**config.mk**
```make
export PLATFORM = sky130hd
export DESIGN_NAME = lbs_ctrl
export DESIGN_NICKNAME = d
export VERILOG_FILES = /design/src/sv/lbs_pkg.sv /design/src/sv/lbs_ctrl.sv
export SDC_FILE = /design/constraint.sdc
export NUM_CORES = 1
export LEC_CHECK = 0
export BUFFER_PORTS_ARGS = -buffer_cell sky130_fd_sc_hd__buf_4
export CAP_MARGIN = 20
export CORE_AREA = 2 2 39 41
export DETAILED_ROUTE_END_ITERATION = 8
export DIE_AREA = 0 0 41 43
export GPL_ROUTABILITY_DRIVEN = 0
export SYNTH_ARGS = -nofsm -noshare
export SYNTH_HDL_FRONTEND = slang
export SYNTH_SLANG_ARGS = --single-unit
```
**constraint.sdc**
```tcl
create_clock -name clk_i -period 1.5 [get_ports clk_i]
set_clock_uncertainty 0.2 [all_clocks]
set_input_delay 0 -clock clk_i [delete_from_list [all_inputs] [get_ports clk_i]]
set_output_delay 0 -clock clk_i [all_outputs]
set_load 0.03 [all_outputs]
```
**src/sv/lbs_pkg.sv**
```systemverilog
// ----------------------------------------------------------------------------
// lbs_pkg
// Shared types, constants and helpers of the linear blend skinning unit.
// ----------------------------------------------------------------------------
`default_nettype none

package lbs_pkg;

  // Size of the bone matrix table.
  localparam int unsigned NUM_BONES      = 64;
  localparam int unsigned ELEMS_PER_BONE = 12;
  localparam int unsigned MEM_DEPTH      = NUM_BONES * ELEMS_PER_BONE;
  localparam int unsigned ADDR_W         = $clog2(MEM_DEPTH);
  localparam int unsigned ELEM_W         = 4;

  localparam logic [15:0]       NONE_BONE = 16'hFFFF;
  localparam logic [ELEM_W-1:0] LAST_ELEM = ELEM_W'(ELEMS_PER_BONE - 1);

  // Column index of each element within a row; the translation element is the last column.
  localparam logic [1:0] COL_X     = 2'd0;
  localparam logic [1:0] COL_Y     = 2'd1;
  localparam logic [1:0] COL_Z     = 2'd2;
  localparam logic [1:0] COL_TRANS = 2'd3;

  typedef enum logic [1:0] {
    ST_IDLE,
    ST_ISSUE,
    ST_DRAIN,
    ST_FINISH
  } lbs_state_e;

  typedef struct packed {
    logic              accept;    // an input beat is taken this cycle
    logic              issue;     // read one matrix element this cycle
    logic [ELEM_W-1:0] elem;      // element being read, row * 4 + column
    logic              out_load;  // move the accumulators to the output and clear them
  } lbs_cmd_t;

  typedef struct packed {
    logic in_infl;    // the beat on the input is an influence
    logic in_use;     // the influence contributes to the vertex
    logic in_last;    // the influence closes the vertex
    logic pipe_busy;  // an element is still on its way to the accumulators
  } lbs_status_t;

  function automatic logic signed [31:0] sat32(input logic signed [63:0] v);
    logic signed [31:0] r;
    if (v > 64'sh0000_0000_7FFF_FFFF) begin
      r = 32'sh7FFF_FFFF;
    end else if (v < -64'sh0000_0000_8000_0000) begin
      r = -32'sh8000_0000;
    end else begin
      r = v[31:0];
    end
    return r;
  endfunction

endpackage

`default_nettype wire

```
**src/sv/lbs_ctrl.sv**
```systemverilog
// ----------------------------------------------------------------------------
// lbs_ctrl
// Sequencer: takes input beats, walks the twelve matrix elements of an
// influence and hands a finished vertex to the output register.
// ----------------------------------------------------------------------------
`default_nettype none

module lbs_ctrl (
  input  wire logic                clk_i,
  input  wire logic                rst_ni,
  input  wire logic                in_valid_i,
  output logic                     in_ready_o,
  output logic                     out_valid_o,
  input  wire logic                out_ready_i,
  input  wire lbs_pkg::lbs_status_t status_i,
  output lbs_pkg::lbs_cmd_t        cmd_o
);
  import lbs_pkg::*;

  lbs_state_e        state_q, state_d;
  logic [ELEM_W-1:0] elem_q, elem_d;
  logic              last_q, last_d;
  logic              out_valid_q, out_valid_d;
  logic              accept;
  logic              out_free;

  assign accept   = in_valid_i && (state_q == ST_IDLE);
  assign out_free = !out_valid_q || out_ready_i;

  // Next state.
  always_comb begin
    state_d = state_q;
    elem_d  = '0;
    last_d  = last_q;
    case (state_q)
      ST_IDLE: begin
        if (accept && status_i.in_infl) begin
          last_d = status_i.in_last;
          if (status_i.in_use) begin
            state_d = ST_ISSUE;
          end else if (status_i.in_last) begin
            state_d = ST_FINISH;
          end
        end
      end
      ST_ISSUE: begin
        elem_d = elem_q + ELEM_W'(1);
        if (elem_q == LAST_ELEM) begin
          state_d = ST_DRAIN;
          elem_d  = '0;
        end
      end
      ST_DRAIN: begin
        if (!status_i.pipe_busy) begin
          state_d = last_q ? ST_FINISH : ST_IDLE;
        end
      end
      ST_FINISH: begin
        if (out_free) begin
          state_d = ST_IDLE;
        end
      end
      default: begin
        state_d = ST_IDLE;
      end
    endcase
  end

  // Outputs.
  always_comb begin
    cmd_o          = '0;
    in_ready_o     = 1'b0;
    cmd_o.accept   = accept;
    cmd_o.elem     = elem_q;
    case (state_q)
      ST_IDLE: begin
        in_ready_o = 1'b1;
      end
      ST_ISSUE: begin
        cmd_o.issue = 1'b1;
      end
      ST_DRAIN: begin
      end
      ST_FINISH: begin
        cmd_o.out_load = out_free;
      end
      default: begin
      end
    endcase
  end

  always_comb begin
    out_valid_d = out_valid_q;
    if (cmd_o.out_load) begin
      out_valid_d = 1'b1;
    end else if (out_ready_i) begin
      out_valid_d = 1'b0;
    end
  end

  assign out_valid_o = out_valid_q;

  always_ff @(posedge clk_i or negedge rst_ni) begin
    if (!rst_ni) begin
      state_q     <= ST_IDLE;
      elem_q      <= '0;
      last_q      <= 1'b0;
      out_valid_q <= 1'b0;
    end else begin
      state_q     <= state_d;
      elem_q      <= elem_d;
      last_q      <= last_d;
      out_valid_q <= out_valid_d;
    end
  end

endmodule

`default_nettype wire

```
==> results.cfg <==
[global_route]
use_met1 = 0.162
grt_use_met3 = 0.0628
grt_overflow = 0
first_global_vias = 326
grt_usage = 0.126
antenna_found_initial = 0
grt_start_max_net_pins = 9
globalRouteMet2Util = 0.159
grt-busiest-layer = met1
grt_pass1_wl_um = 1430

[layout]
mostFrequentLayoutCells = buf_4 (16), nor2_1 (6), dfrtp_1 (6), dlygate4sd3_1 (6), clkbuf_4 (3)
syn_to_final_growth_pct = 53.5
final_nets = 73
final_core_util = 0.480
drive_gt1_frac = 0.460
design_area_um2 = 664
final_common_cell = buf_4
diodes = 0

[logic_synthesis]
yosysSeqAreaShare = 0.462
netlist_area_um2 = 433
avgSynthCellArea_um2 = 11.1
yosysWarnings = 0
syn_nets = 48
ys_ff_latch = 8
synth_cell_types = 21
synth_cells = 39

[worst_setup_path]
arrival_ns = 1.36
slowest_delay_ns = 0.46
cp.buffers_inverters = 0
start_kind = flop
critPathRequiredTime_ns = 1.42
cp_max_fo = 3
worstSetupPathType = reg2reg
r2r_slack_ns = 0.06
cpLargestDelayFamily = multiplexers
cp-end-kind = flop
cp_slowest_cell = mux4_2
critical_path.cell_chain = ha_4 -> nand3b_4 -> mux4_2

[floorplanning]
die_w_um = 41
coreArea_mm2 = 0.00138
design.die.area_mm2 = 0.00176
num_io_pins = 17
die_y_um = 43
rows = 14
start_util = 0.313

[outcome]
status = complete, no violations

[power_and_ir_drop]
finalPower_mw = 1.15
power_density_mw_per_mm2 = 1720
peakVddDrop_mv = 0.649
p_leak_nw = 0.339

[clocking]
cts_buffer_depth = 2
post-cts-setup-buffer-count = 0
numCtsBuffers = 3
cts.clk_slew.worst_paths_ns = 0.06
clk_latency_ns = 0.25
cts_tree = done
ctsResizeCount = 0
htreeDepth = 1
cts-root-buf = clkbuf_4
cts_sinks = 8

[place]
dp_hpwl_um = 691
placed_area_um2 = 578
pre_cts_ws_ns = 0.0631
io_buffers = 16

[sta]
setup_viol = 0
worstMarginPinSlew_ns = 0.367
rsz0062_at_grt = false
finalCritPeriodShare = 0.961
drv_slew = 0
finalHoldViolCount = 0
slew_headroom = 0.754
fin_ws_ns = 0.0581
fin_crit_ns = 1.44
timing.fmax_ghz = 0.694

[routing]
antenna_left = 0
vias_per_cell = 4.61
drtIter0Drc = 6
post-route-drc-count = 0
first_pass_iters = 4
wl_per_cell_um = 11.1
vias = 364
drt_wl_total_um = 875

[run]
maxCapViolations = 0

[worst_hold_path]
worst_hold_path_type = in2reg
==> flip-flops by register name, indices dropped and copies added, names as in the netlist <==
name,count
last_q,1
state_q,2
out_valid_o,1
elem_q,4
==> layer usage <==
metal | share of wire | vias up
li1 | - | 179
met1 | 0.44 | 171
met2 | 0.48 | 12
met3 | 0.053 | 2
met4 | 0.022 | 0
met5 | 0 | -
==> synthesized netlist by cell type <==
master	n	area (um^2)
ha_1	1	12.5
nor3_1	1	5.00
nand3b_4	1	20.0
nand2_2	1	6.26
mux2_2	2	22.5
nand3_1	1	5.00
xnor2_1	1	8.76
nor2_2	1	6.26
nor2b_1	2	12.5
xor2_1	1	8.76
a22oi_1	1	7.51
buf_4	2	15.0
nand2_1	2	7.51
and2_1	2	12.5
mux4_2	1	22.5
dfrtp_1	8	200
o21ai_0	1	5.00
nor2_1	6	22.5
nand2b_1	2	12.5
a32o_1	1	10.0
and2b_4	1	10.0
==> power breakdown <==
part | switching, mW | internal [mW]
Clock | 0.0747 | 0.102
Combinational | 0.293 | 0.277
Sequential | 0.107 | 0.292
==> kinds of logic (layout without fill, tap and decap cells) <==
logic type / Yosys count / in the layout / share of synthesized area
AND/OR/NAND/NOR: 20 / 20 / 0.277
flip-flops: 8 / 8 / 0.462
AO/OA/AOI/OAI: 3 / 3 / 0.0520
multiplexers: 3 / 3 / 0.104
XOR/XNOR: 2 / 2 / 0.0405
buffers and inverters: 2 / 26 / 0.0347
adder cells (fa/ha/maj): 1 / 1 / 0.0289
==> final cells by class <==
class | count | area, um^2
clock buffer | 4 | 26.3
fill | 138 | 719
timing repair buffer | 22 | 180
multi-input combinational | 29 | 235
sequential | 8 | 203
tap | 16 | 20.0
==> worst min-delay path, stage by stage <==
cell     delay (ns)
buf_4          0.11
nand2_1        0.09
nor3_1         0.05
mux2_2         0.21
==> per-stage QoR <==
stage / hold WS, ns / TNS [ns] / std cells
after floorplan: -0.496 / -0.0134 / 39
final: 0.0361 / 0 / 79
after global placement: -0.378 / 0 / 69
after global routing: 0.0286 / 0 / 79
after detailed placement: -0.376 / 0 / 69
after CTS: 0.0286 / 0 / 79
==> what timing repair did <==
action | in CTS | in global routing
hold endpoints to repair | 11 | 0
endpoints found under the setup margin | 0 | 0
hold buffers | 6 | 0
==> path summary, 6_finish.rpt <==
kind                                startpoint  cells past startpoint                endpoint
max in group asynchronous               rst_ni                      3     elem_q[1]$_DFF_PN0_
hold reg to reg            elem_q[0]$_DFF_PN0_                      1     elem_q[0]$_DFF_PN0_
setup / recovery           elem_q[1]$_DFF_PN0_                      3  state_q[0]$_DFFE_PN0P_
min in group asynchronous               rst_ni                      3     elem_q[2]$_DFF_PN0_
setup reg to reg           elem_q[1]$_DFF_PN0_                      3  state_q[0]$_DFFE_PN0P_
hold / removal                      in_valid_i                      4      last_q$_DFFE_PN0P_
(Power assumes the default switching activity.)
